--- src/hw/rtl/i2cms_pkg.sv ---
package i2cms_pkg;

	localparam int TX_DEPTH_DEF = 256;
	localparam int Q_DEPTH = 2;
	localparam logic [3:0] RETRY_LIMIT_RST = 4'd3;
	localparam logic [4:0] RETRY_SAT = 5'd31;

	localparam logic [1:0] KIND_LOAD = 2'd0;
	localparam logic [1:0] KIND_START = 2'd1;
	localparam logic [1:0] KIND_EVENT = 2'd2;

	localparam logic [1:0] CMD_NONE = 2'd0;
	localparam logic [1:0] CMD_RX_ACK = 2'd1;
	localparam logic [1:0] CMD_STOP = 2'd2;
	localparam logic [1:0] CMD_NACK_STOP = 2'd3;

	localparam logic [1:0] ST_OK = 2'd0;
	localparam logic [1:0] ST_ARB = 2'd1;
	localparam logic [1:0] ST_NAK = 2'd2;
	localparam logic [1:0] ST_UNEXP = 2'd3;

	localparam int IN_BYTES = 6;
	localparam int OUT_BYTES = 6;

	typedef enum logic [2:0] {
		OP_NOP,
		OP_LOAD,
		OP_START,
		OP_FAULT,
		OP_WR_NAK,
		OP_WR,
		OP_RD,
		OP_NOFLAG
	} op_t;

	// first field in the highest bits
	typedef struct packed {
		logic       nack_seen;
		logic       read_flag;
		logic       write_flag;
		logic       bus_error;
		logic       arb_lost;
		logic [7:0] rx_count;
		logic [7:0] tx_count;
		logic [6:0] slave_addr;
		logic [7:0] value;
		logic [7:0] buf_index;
	} in_item_t;

	typedef struct packed {
		logic [1:0] status;
		logic       done_res;
		logic [7:0] rx_data;
		logic [7:0] rx_index;
		logic       rx_valid;
		logic       clear_arb;
		logic       force_idle;
		logic [1:0] bus_command;
		logic [7:0] data_out;
		logic       data_valid;
		logic [7:0] addr_byte;
		logic       addr_valid;
	} res_t;

	// f0/f1/f2: load {index, byte}, start {addr, tx, rx}, read {-, byte}
	typedef struct packed {
		op_t        op;
		logic [7:0] f0;
		logic [7:0] f1;
		logic [7:0] f2;
	} q_entry_t;

	typedef struct packed {
		logic full;
		logic empty;
	} q_stat_t;

endpackage

--- src/hw/rtl/i2cms_front.sv ---
module i2cms_front
	import i2cms_pkg::*;
(
	input  logic [1:0]             kind,
	input  logic [8*IN_BYTES-1:0]  data,
	output q_entry_t               entry
);

	in_item_t item;

	assign item = in_item_t'(data[$bits(in_item_t)-1:0]);

	always_comb begin
		entry.op = OP_NOP;
		entry.f0 = 8'd0;
		entry.f1 = item.value;
		entry.f2 = 8'd0;
		case (kind)
			KIND_LOAD: begin
				entry.op = OP_LOAD;
				entry.f0 = item.buf_index;
			end
			KIND_START: begin
				entry.op = OP_START;
				entry.f0 = {1'b0, item.slave_addr};
				entry.f1 = item.tx_count;
				entry.f2 = item.rx_count;
			end
			KIND_EVENT: begin
				// arbitration/bus error first, then write, then read
				if (item.arb_lost || item.bus_error)
					entry.op = OP_FAULT;
				else if (item.write_flag)
					entry.op = item.nack_seen ? OP_WR_NAK : OP_WR;
				else if (item.read_flag)
					entry.op = OP_RD;
				else
					entry.op = OP_NOFLAG;
			end
			default: entry.op = OP_NOP;
		endcase
	end

endmodule

--- src/hw/rtl/i2cms_queue.sv ---
module i2cms_queue
	import i2cms_pkg::*;
(
	input  logic     clk,
	input  logic     arst_n,
	input  logic     push,
	input  q_entry_t push_entry,
	input  logic     pop,
	output q_entry_t head,
	output q_stat_t  stat
);

	localparam int PW = (Q_DEPTH > 1) ? $clog2(Q_DEPTH) : 1;
	localparam int CW = $clog2(Q_DEPTH + 1);

	q_entry_t        slot_q [Q_DEPTH];
	logic [PW-1:0]   wr_ptr_q;
	logic [PW-1:0]   rd_ptr_q;
	logic [CW-1:0]   count_q;

	assign stat.full = (count_q == CW'(Q_DEPTH));
	assign stat.empty = (count_q == '0);
	assign head = slot_q[rd_ptr_q];

	always_ff @(posedge clk) begin
		if (push)
			slot_q[wr_ptr_q] <= push_entry;
	end

	always_ff @(posedge clk or negedge arst_n) begin
		if (!arst_n) begin
			wr_ptr_q <= '0;
			rd_ptr_q <= '0;
			count_q <= '0;
		end else begin
			if (push)
				wr_ptr_q <= (wr_ptr_q == PW'(Q_DEPTH - 1)) ? '0 : wr_ptr_q + 1'b1;
			if (pop)
				rd_ptr_q <= (rd_ptr_q == PW'(Q_DEPTH - 1)) ? '0 : rd_ptr_q + 1'b1;
			if (push && !pop)
				count_q <= count_q + 1'b1;
			else if (pop && !push)
				count_q <= count_q - 1'b1;
		end
	end

endmodule

--- src/hw/rtl/i2cms_back.sv ---
module i2cms_back
	import i2cms_pkg::*;
#(
	parameter int TX_DEPTH = TX_DEPTH_DEF
) (
	input  logic      clk,
	input  logic      arst_n,
	input  logic      cfg_we,
	input  logic [3:0] cfg_wdata,
	input  q_entry_t  head,
	input  logic      head_valid,
	output logic      pop,
	output logic      res_valid,
	input  logic      res_ready,
	output res_t      res
);

	localparam int AW = (TX_DEPTH > 1) ? $clog2(TX_DEPTH) : 1;
	localparam logic [8:0] DEPTH_W = 9'(TX_DEPTH);

	logic [7:0]  mem_q [TX_DEPTH];
	logic [7:0]  mem_rd_q;

	logic [6:0]  slave_q;
	logic [7:0]  write_total_q;
	logic [7:0]  read_total_q;
	logic [7:0]  byte_pos_q;
	logic [4:0]  retry_count_q;
	logic [3:0]  retry_limit_q;

	res_t        res_s1;
	logic        mem_sel_s1;
	logic        out_valid_q;

	res_t        res_d;
	logic [7:0]  pos_d;
	logic [7:0]  pos_inc;
	logic        retry_ok;
	logic        retry_touch;
	logic [4:0]  retry_next;
	logic [7:0]  addr_issue;
	logic        mem_sel_d;
	logic        fire;

	assign fire = head_valid && (!out_valid_q || res_ready);
	assign pop = fire;

	assign retry_ok = (retry_count_q < {1'b0, retry_limit_q});
	assign retry_next = (retry_count_q == RETRY_SAT) ? retry_count_q : retry_count_q + 5'd1;
	assign addr_issue = {slave_q, (write_total_q == 8'd0)};
	assign pos_inc = byte_pos_q + 8'd1;

	always_comb begin
		res_d = '0;
		pos_d = byte_pos_q;
		retry_touch = 1'b0;
		mem_sel_d = 1'b0;
		case (head.op)
			OP_START: begin
				res_d.addr_valid = 1'b1;
				res_d.addr_byte = {head.f0[6:0], (head.f1 == 8'd0)};
				pos_d = 8'd0;
			end
			OP_FAULT: begin
				res_d.clear_arb = 1'b1;
				retry_touch = 1'b1;
				if (retry_ok) begin
					pos_d = 8'd0;
					res_d.addr_valid = 1'b1;
					res_d.addr_byte = addr_issue;
				end else begin
					res_d.done_res = 1'b1;
					res_d.status = ST_ARB;
				end
			end
			OP_WR_NAK: begin
				res_d.force_idle = 1'b1;
				retry_touch = 1'b1;
				if (retry_ok) begin
					pos_d = 8'd0;
					res_d.addr_valid = 1'b1;
					res_d.addr_byte = addr_issue;
				end else begin
					res_d.bus_command = CMD_STOP;
					res_d.done_res = 1'b1;
					res_d.status = ST_NAK;
				end
			end
			OP_WR: begin
				if (byte_pos_q < write_total_q) begin
					res_d.data_valid = 1'b1;
					mem_sel_d = ({1'b0, byte_pos_q} < DEPTH_W);
					pos_d = pos_inc;
				end else begin
					res_d.bus_command = CMD_STOP;
					res_d.force_idle = 1'b1;
					if (read_total_q != 8'd0) begin
						// repeated start for the read phase
						pos_d = 8'd0;
						res_d.addr_valid = 1'b1;
						res_d.addr_byte = {slave_q, 1'b1};
					end else begin
						res_d.done_res = 1'b1;
						res_d.status = ST_OK;
					end
				end
			end
			OP_RD: begin
				if (byte_pos_q < read_total_q) begin
					res_d.rx_valid = 1'b1;
					res_d.rx_index = byte_pos_q;
					res_d.rx_data = head.f1;
					res_d.bus_command = CMD_RX_ACK;
					pos_d = pos_inc;
				end
				if (pos_d >= read_total_q) begin
					res_d.bus_command = CMD_NACK_STOP;
					res_d.done_res = 1'b1;
					res_d.status = ST_OK;
				end
			end
			OP_NOFLAG: begin
				res_d.bus_command = CMD_STOP;
				res_d.done_res = 1'b1;
				res_d.status = ST_UNEXP;
			end
			default: res_d = '0;
		endcase
	end

	// transmit buffer, read registered alongside the result
	always_ff @(posedge clk) begin
		if (fire && head.op == OP_LOAD && ({1'b0, head.f0} < DEPTH_W))
			mem_q[head.f0[AW-1:0]] <= head.f1;
		if (fire)
			mem_rd_q <= mem_q[byte_pos_q[AW-1:0]];
	end

	always_ff @(posedge clk) begin
		if (fire) begin
			res_s1 <= res_d;
			mem_sel_s1 <= mem_sel_d;
		end
	end

	always_ff @(posedge clk or negedge arst_n) begin
		if (!arst_n) begin
			slave_q <= '0;
			write_total_q <= '0;
			read_total_q <= '0;
			byte_pos_q <= '0;
			retry_count_q <= '0;
			retry_limit_q <= RETRY_LIMIT_RST;
			out_valid_q <= 1'b0;
		end else begin
			if (cfg_we)
				retry_limit_q <= cfg_wdata;
			if (fire) begin
				byte_pos_q <= pos_d;
				if (head.op == OP_START) begin
					slave_q <= head.f0[6:0];
					write_total_q <= head.f1;
					read_total_q <= head.f2;
					retry_count_q <= '0;
				end else if (retry_touch) begin
					retry_count_q <= retry_next;
				end
			end
			if (fire)
				out_valid_q <= 1'b1;
			else if (res_ready)
				out_valid_q <= 1'b0;
		end
	end

	always_comb begin
		res = res_s1;
		res.data_out = mem_sel_s1 ? mem_rd_q : 8'd0;
	end

	assign res_valid = out_valid_q;

endmodule

--- src/hw/rtl/i2c_master_txn_sequencer_top.sv ---
// channel  | handshake          | payload
// s        | s_tvalid/s_tready  | s_tuser kind, s_tdata event/start/load fields
// m        | m_tvalid/m_tready  | m_tdata result fields
// cfg      | cfg_we             | cfg_wdata retry_limit
//
// one transaction per cycle sustained when nothing stalls; a taken transaction
// passes through a queue slot, then the result register, before its result leaves
// the transmit buffer read is registered together with the result
// reset clears the queue, the sequencing state and sets retry_limit to 3
// a stall on m backs up the two-entry queue, then drops s_tready
module i2c_master_txn_sequencer_top
	import i2cms_pkg::*;
#(
	parameter int TX_DEPTH = TX_DEPTH_DEF
) (
	input  logic                   clk,
	input  logic                   arst_n,
	input  logic                   s_tvalid,
	output logic                   s_tready,
	// buf_index, value, slave_addr, tx_count, rx_count, arb_lost, bus_error,
	// write_flag, read_flag, nack_seen, zero pad
	input  logic [8*IN_BYTES-1:0]  s_tdata,
	// kind
	input  logic [1:0]             s_tuser,
	output logic                   m_tvalid,
	input  logic                   m_tready,
	// addr_valid, addr_byte, data_valid, data_out, bus_command, force_idle,
	// clear_arb, rx_valid, rx_index, rx_data, done_res, status, zero pad
	output logic [8*OUT_BYTES-1:0] m_tdata,
	input  logic                   cfg_we,
	input  logic [3:0]             cfg_wdata
);

	q_entry_t entry;
	q_entry_t head;
	q_stat_t  q_stat;
	logic     pop;
	logic     push;
	res_t     res;

	assign s_tready = !q_stat.full;
	assign push = s_tvalid && s_tready;

	i2cms_front u_front (
		.kind  (s_tuser),
		.data  (s_tdata),
		.entry (entry)
	);

	i2cms_queue u_queue (
		.clk        (clk),
		.arst_n     (arst_n),
		.push       (push),
		.push_entry (entry),
		.pop        (pop),
		.head       (head),
		.stat       (q_stat)
	);

	i2cms_back #(
		.TX_DEPTH (TX_DEPTH)
	) u_back (
		.clk        (clk),
		.arst_n     (arst_n),
		.cfg_we     (cfg_we),
		.cfg_wdata  (cfg_wdata),
		.head       (head),
		.head_valid (!q_stat.empty),
		.pop        (pop),
		.res_valid  (m_tvalid),
		.res_ready  (m_tready),
		.res        (res)
	);

	assign m_tdata = {{(8*OUT_BYTES-$bits(res_t)){1'b0}}, res};

`ifndef SYNTH
	a_pop_needs_entry: assert property (@(posedge clk) disable iff (!arst_n)
		pop |-> !q_stat.empty)
		else $error("back end took from an empty queue");

	a_addr_not_done: assert property (@(posedge clk) disable iff (!arst_n)
		m_tvalid |-> !(res.addr_valid && res.done_res))
		else $error("address issued on a completed transaction");

	a_rx_cmd: assert property (@(posedge clk) disable iff (!arst_n)
		(m_tvalid && res.rx_valid) |->
			(res.bus_command == CMD_RX_ACK || res.bus_command == CMD_NACK_STOP))
		else $error("received byte without receive command");

	a_data_alone: assert property (@(posedge clk) disable iff (!arst_n)
		(m_tvalid && res.data_valid) |->
			(res.bus_command == CMD_NONE && !res.done_res && !res.addr_valid))
		else $error("data byte mixed with other bus action");
`endif

endmodule

--- config.mk ---
export PLATFORM = sky130hd
export DESIGN_NAME = i2c_master_txn_sequencer_top
export DESIGN_NICKNAME = d
export VERILOG_FILES = /design/src/hw/rtl/i2cms_pkg.sv /design/src/hw/rtl/i2cms_front.sv /design/src/hw/rtl/i2cms_queue.sv /design/src/hw/rtl/i2cms_back.sv /design/src/hw/rtl/i2c_master_txn_sequencer_top.sv
export SDC_FILE = /design/constraint.sdc
export NUM_CORES = 2
export LEC_CHECK = 0
export ABC_CLOCK_PERIOD_IN_PS = 6100
export BUFFER_PORTS_ARGS = -buffer_cell sky130_fd_sc_hd__buf_2
export CAP_MARGIN = 20
export CELL_PAD_IN_SITES_DETAIL_PLACEMENT = 0
export CELL_PAD_IN_SITES_GLOBAL_PLACEMENT = 2
export CORE_ASPECT_RATIO = 0.6
export CORE_MARGIN = 2
export CORE_UTILIZATION = 40
export DETAILED_ROUTE_END_ITERATION = 12
export HOLD_SLACK_MARGIN = 0.02
export PLACE_DENSITY_LB_ADDON = 0.25
export RECOVER_POWER = 50
export SYNTH_ARGS = -nofsm -noshare
export SYNTH_HDL_FRONTEND = slang
export SYNTH_SLANG_ARGS = --single-unit
--- constraint.sdc ---
create_clock -name clk -period 6.1 [get_ports clk]
set_input_delay 0.61 -clock clk [delete_from_list [all_inputs] [get_ports clk]]
set_output_delay 0.61 -clock clk [all_outputs]
set_load 0.005 [all_outputs]
Word level (Yosys, flattened, before mapping)
Memories as Yosys holds them, arrays and structs flattened. A register that Yosys moved wholly into a read port is not among the register bits.
Cells that the tools add are included.
W data, S select, Z words.
Word-level totals
  RAM bits: 2102
  output and inout bits: 50
  register bits after elaboration: 79
  word-level logic and storage cells: 120
  memories: 2
  input bits: 59
Cells by class
  multiplexer cells: 47
  eq/ne operators: 14
  reductions and logical operators: 26
  add/subtract/negate cells: 6
  order comparisons: 4
Memory list
  u_back.mem_q: words 256, width 8, read ports 1, clocked after memory_dff 1, write ports 1, RTL line i2cms_back.sv:21  | logic [7:0] mem_q [TX_DEPTH];
  u_queue.slot_q: words 2, width 27, read ports 1, clocked after memory_dff 0, write ports 1, RTL line i2cms_queue.sv:16  | q_entry_t slot_q [Q_DEPTH];
Operators with widths (number)
  $mux W8: 6
  $pmux W8 S4: 1
  $mux W9: 3
  $pmux W9 S3: 1
  $mux W1: 17
  $logic_not A8 Y1: 2
  $lt A8 B8 Y1: 2
  $mux W16: 1
  $pmux W8 S2: 1
  $mux W3: 5
  $mux W5: 3
  $pmux W3 S5: 1
  $eq A3 B3 Y1 const B: 4
  $mux W2: 5
  $pmux W3 S3: 1
  $add A8 B1 Y8 const B: 1
  $ge A8 B8 Y1: 1
  $pmux W2 S4: 1
  $reduce_bool A8 Y1: 1
  $eq A3 B2 Y1 const B: 2
  $reduce_bool A2 Y1: 3
  $add A5 B1 Y5 const B: 1
  $eq A5 B5 Y1 const B: 1
  $logic_and A1 B1 Y1: 5
  other kinds (19): 28

Longest topological paths before layout
  depth in word-level cells: 7
  gate-level depth with buffers: 15
  depth with buffers taken out: 14

Modules after synthesis
A second synthesis with hierarchy kept.
Unflattened totals
  cell total of the unflattened synthesis: 4544
  area total of the unflattened synthesis: 87442.6 um2
Modules (own cells, without submodules)
  i2cms_back: times used 1, cells an instance 4391, area each 84812.6 um2, seq. area each 63788.7 um2
  i2cms_queue: times used 1, cells an instance 100, area each 2234.6 um2, seq. area each 1721.7 um2
  i2cms_front: times used 1, cells an instance 43, area each 332.8 um2, seq. area each 0.0 um2
  i2c_master_txn_sequencer_top: times used 1, cells an instance 10, area each 62.6 um2, seq. area each 0.0 um2

Worst setup path before layout
OpenSTA, ideal clock, no wires.
  path type: register to register
  start point: register u_queue.rd_ptr_q
  end point: memory u_back.mem_q[0][1], data pin
  clock period less this slack: 4.652 ns
  path slack: 1.448 ns
  cell stages (with the launch flop): 6
  library setup time: 0.771 ns
  buffers on the path: 3
  arrival time: 3.881 ns
  required time: 5.329 ns
  cell sequence: dfrtp_1 buf_4 buf_2 buf_2 mux2i_1 inv_1
RTL lines
  start: declaration: RTL line i2cms_queue.sv:18  | logic [PW-1:0] rd_ptr_q;
  start signal: assignment: RTL line i2cms_queue.sv:39  | rd_ptr_q <= (rd_ptr_q == PW'(Q_DEPTH - 1)) ? '0 : rd_ptr_q + 1'b1;
  end: declaration: RTL line i2cms_back.sv:21

Worst setup path in the final report
  start point: register u_queue.rd_ptr_q
  end point: memory u_back.mem_q[115][3] (enable)
On the way
  cells in the longest elaborated chain, start to end: 5
Ends and longest elaborated chain
  $mem_v2 Z2 W27 *
  $eq A3 B1 Y1: RTL line i2cms_back.sv:133  | if (fire && head.op == OP_LOAD && ({1'b0, head.f0} < DEPTH_W))
  $logic_and A1 B1 Y1: RTL line i2cms_back.sv:133
  $mux W1: RTL line i2cms_back.sv:133
  $mux W1 (not written as such): RTL line i2cms_back.sv:134  | mem_q[head.f0[AW-1:0]] <= head.f1;
Mark *: on every way between the ends. The rest lies on a longest branch, timed or not.

==> results.tsv <==
metric	value	unit
HPWL Detailed	143000	um
Reg area	65500	um^2
Post-Place Worst Slack	1.54	ns
CP startpoint kind	flop	
Power Total	41.6	mW
clock share of power	28.6	%
share of the synthesized area in the top cell type	74.8	%
Slew @ Worst Pin	2.95	ns
Critical Path RT	6.55	ns
Die Y-Extent	363	um
Final min period	5.14	ns
Top Ports	109	
initial antenna violation count	19	
filler cell count	18100	
sequential area share after synthesis	76.1	%
CP endpoint kind	flop	
clk_lat worst skew	0.87	ns
Synth area leaders	edfxtp_1 (75%), mux4_2 (12%), mux2i_1 (1.8%)	
First DRT Iteration DRCs	5477	
Worst-path clk slew	0.07	ns
worst hold path class	primary input to flop	
Syn Area/Cell	20.4	um^2
die footprint	219000	um^2
CTS tree	yes	
setup_tns	0	ns
count leader, synth	edfxtp_1	
Primary FF master, synth	edfxtp_1	
area leader, netlist	edfxtp_1	
Core Area	213000	um^2
Final Hold Viols	0	
maximum clock frequency	0.195	GHz
final setup fails	0	
standard-cell rows	131	
worst-path maximum fanout	17	
Post-Layout Cell Count	7443	
internal power	28.9	mW
first-pass GRT wire length	328000	um
FF+latch count, synth	2189	
mean routed wirelength per cell	31.4	um
# Max-Cap Violations	15	
via count	43200	
chip width	603	um
Post-CTS Resized	0	
synth warn	0	
status	complete, but fails checks	
R2R setup slack	0.96	ns
largest net degree at the start of global routing	173	
Cells after Synth	4211	
relative slew slack	-96.7	%
synth cell count leaders	edfxtp_1 (2144), mux4_2 (465), nor2_1 (310), mux2i_1 (152), nand2_1 (120)	
Routed WL	234000	um
drt pass-1 iters	5	
I/O Buffers	98	
R2R cell count	6	
area grow syn2layout	11.4	%
NumNets Final	4520	
# clock sinks	2189	
multi-input logic area	19000	um^2
Pleak	29.2	nW
failing checks	max-capacitance violations, max-slew violations	
critical path capture point	u_back.mem_q[115][3]	
PnR worst setup slack	0.965	ns
Comb power frac	25.3	%
kind of critical path	flop to flop	
CTS Buffer Depth	4	
GPL Wtd Cong	0.794	
number of synthesized flops with an enable pin	2144	
htree depth	4	
peak supply drop	359	uV
design area	95900	um^2
clk_skew	0.0541	ns
Residual DRC	0	
RSZ-0062 raised after global routing	false	
reg-to-reg endpoint	u_back.mem_q[115][3]	
reg2reg start	u_queue.rd_ptr_q	
sequential share of power	46.1	%
TritonCTS Buffers	198	
number of distinct library cells after synthesis	77	
via/cell ratio	5.80	
placed instance count	7080	
Root Driver	clkbuf_16	
hold_ws	0.0601	ns
NetSw	12.7	mW
GR Util All Layers	21.2	%
Setup crit start	u_queue.rd_ptr_q	
layout cells sized above 1	21.8	%
fin crit share	84.2	%
Routed Antenna Nets	0	
Pwr Density	434	nW/um^2
ys async rst share	2.06	%
vias in the first global route	41900	
gr ovfl total	0	
placed inst area	90100	um^2
post-layout util	45.0	%
Initial Utilization	40.4	%
synthesized cell area	86100	um^2
Worst EP arrival	5.58	ns
final slew viol count	847	
Sw Ratio	30.5	%
-- final cells by class --
class                      instances  share of cell area, %
timing repair buffer             263                   1.78
antenna                            5                 0.0130
multi-input combinational       1745                   19.8
tap                             2859                   3.73
clock buffer                     252                   5.46
sequential                      2189                   68.3
clock inverter                    95                  0.706
inverter                          35                  0.200
-- critical path, stage by stage, from the launching register on --
cell      delay (ns)
dfrtp_1         0.85
clkbuf_1        0.88
mux2i_2         0.42
nor3_4          0.54
nand3_2         0.77
buf_4           0.49
nor2_1          0.78
-- per-layer routing --
metal | up-vias | global-route usage, % | part of all wire [%]
met1 | 23400 | 34.4 | 48
met3 | 241 | 4.43 | 8.8
met4 | 0 | 3.36 | 1.3
li1 | 17800 | - | -
met2 | 1725 | 29.5 | 42
met5 | - | 0 | 0
-- cell families after synthesis --
group | Yosys count | synth area share (%)
AOI/OAI and AO/OA | 444 | 3.67
xor gates and xnor gates | 13 | 0.132
adders and majority gates | 29 | 0.422
buffers and inverters | 282 | 2.00
DFF | 2189 | 76.1
muxes | 648 | 14.5
other | 1 | 0.00436
and+or+nand+nor | 605 | 3.14
-- how the worst min path moves through the flow --
stage / start / end / slack, ns / depth (start not counted)
after CTS: s_tdata[14] / u_queue.slot_q[0][14] / 0.04 / 2
after global placement: u_back.slave_q[2] / u_back.slave_q[2] / 0.46 / 2
after detailed placement: u_back.slave_q[4] / u_back.slave_q[4] / 0.47 / 2
after floorplan: arst_n / u_back.byte_pos_q[0] / 0.31 / 0
final: m_tready / u_back.res_valid / 0.06 / 3
after global routing: m_tready / u_back.res_valid / 0.05 / 3
-- registers in the layout, summed over array words and instances (netlist names) --
name                  count
u_back.mem_q           2048
u_queue.slot_q           54
u_back.res               34
u_back.byte_pos_q         8
u_back.mem_rd_q           8
u_back.read_total_q       8
u_back.write_total_q      8
u_back.slave_q            7
u_back.retry_count_q      5
u_back.retry_limit_q      4
u_queue.count_q           2
u_back.res_valid          1
u_queue.rd_ptr_q          1
u_queue.wr_ptr_q          1
-- power by group through the flow --
stage	clock network [mW]	logic (mW)	registers (mW)
3_3_place_gp	0	10.6	19.4
4_1_cts	12.1	10.7	19.1
6_report	11.9	10.5	19.2
5_1_grt	12.7	11.3	19.3
2_1_floorplan	0	7.10	19.6
3_5_place_dp	0	10.7	19.4
-- layout by cell type, fill, tap and decap left out, drive strengths merged, types with 32 or more instances in the layout --
| cell type | instances |
|---|---|
| buf | 188 |
| nand2 | 122 |
| nor2 | 311 |
| o21ai | 58 |
| nand3 | 45 |
| o22ai | 32 |
| a21oi | 80 |
| inv | 34 |
| clkinv | 81 |
| dfrtp | 43 |
| clkbuf | 317 |
| a22o | 39 |
| mux2i | 154 |
| a22oi | 102 |
| edfxtp | 2144 |
| mux4 | 475 |
-- what timing repair did --
item                                   in CTS  in global routing
hold buffers                               10                  0
buffers inserted                            0                  0
endpoints found under the hold margin      47                  0
Power figures use the tool's default switching activity.
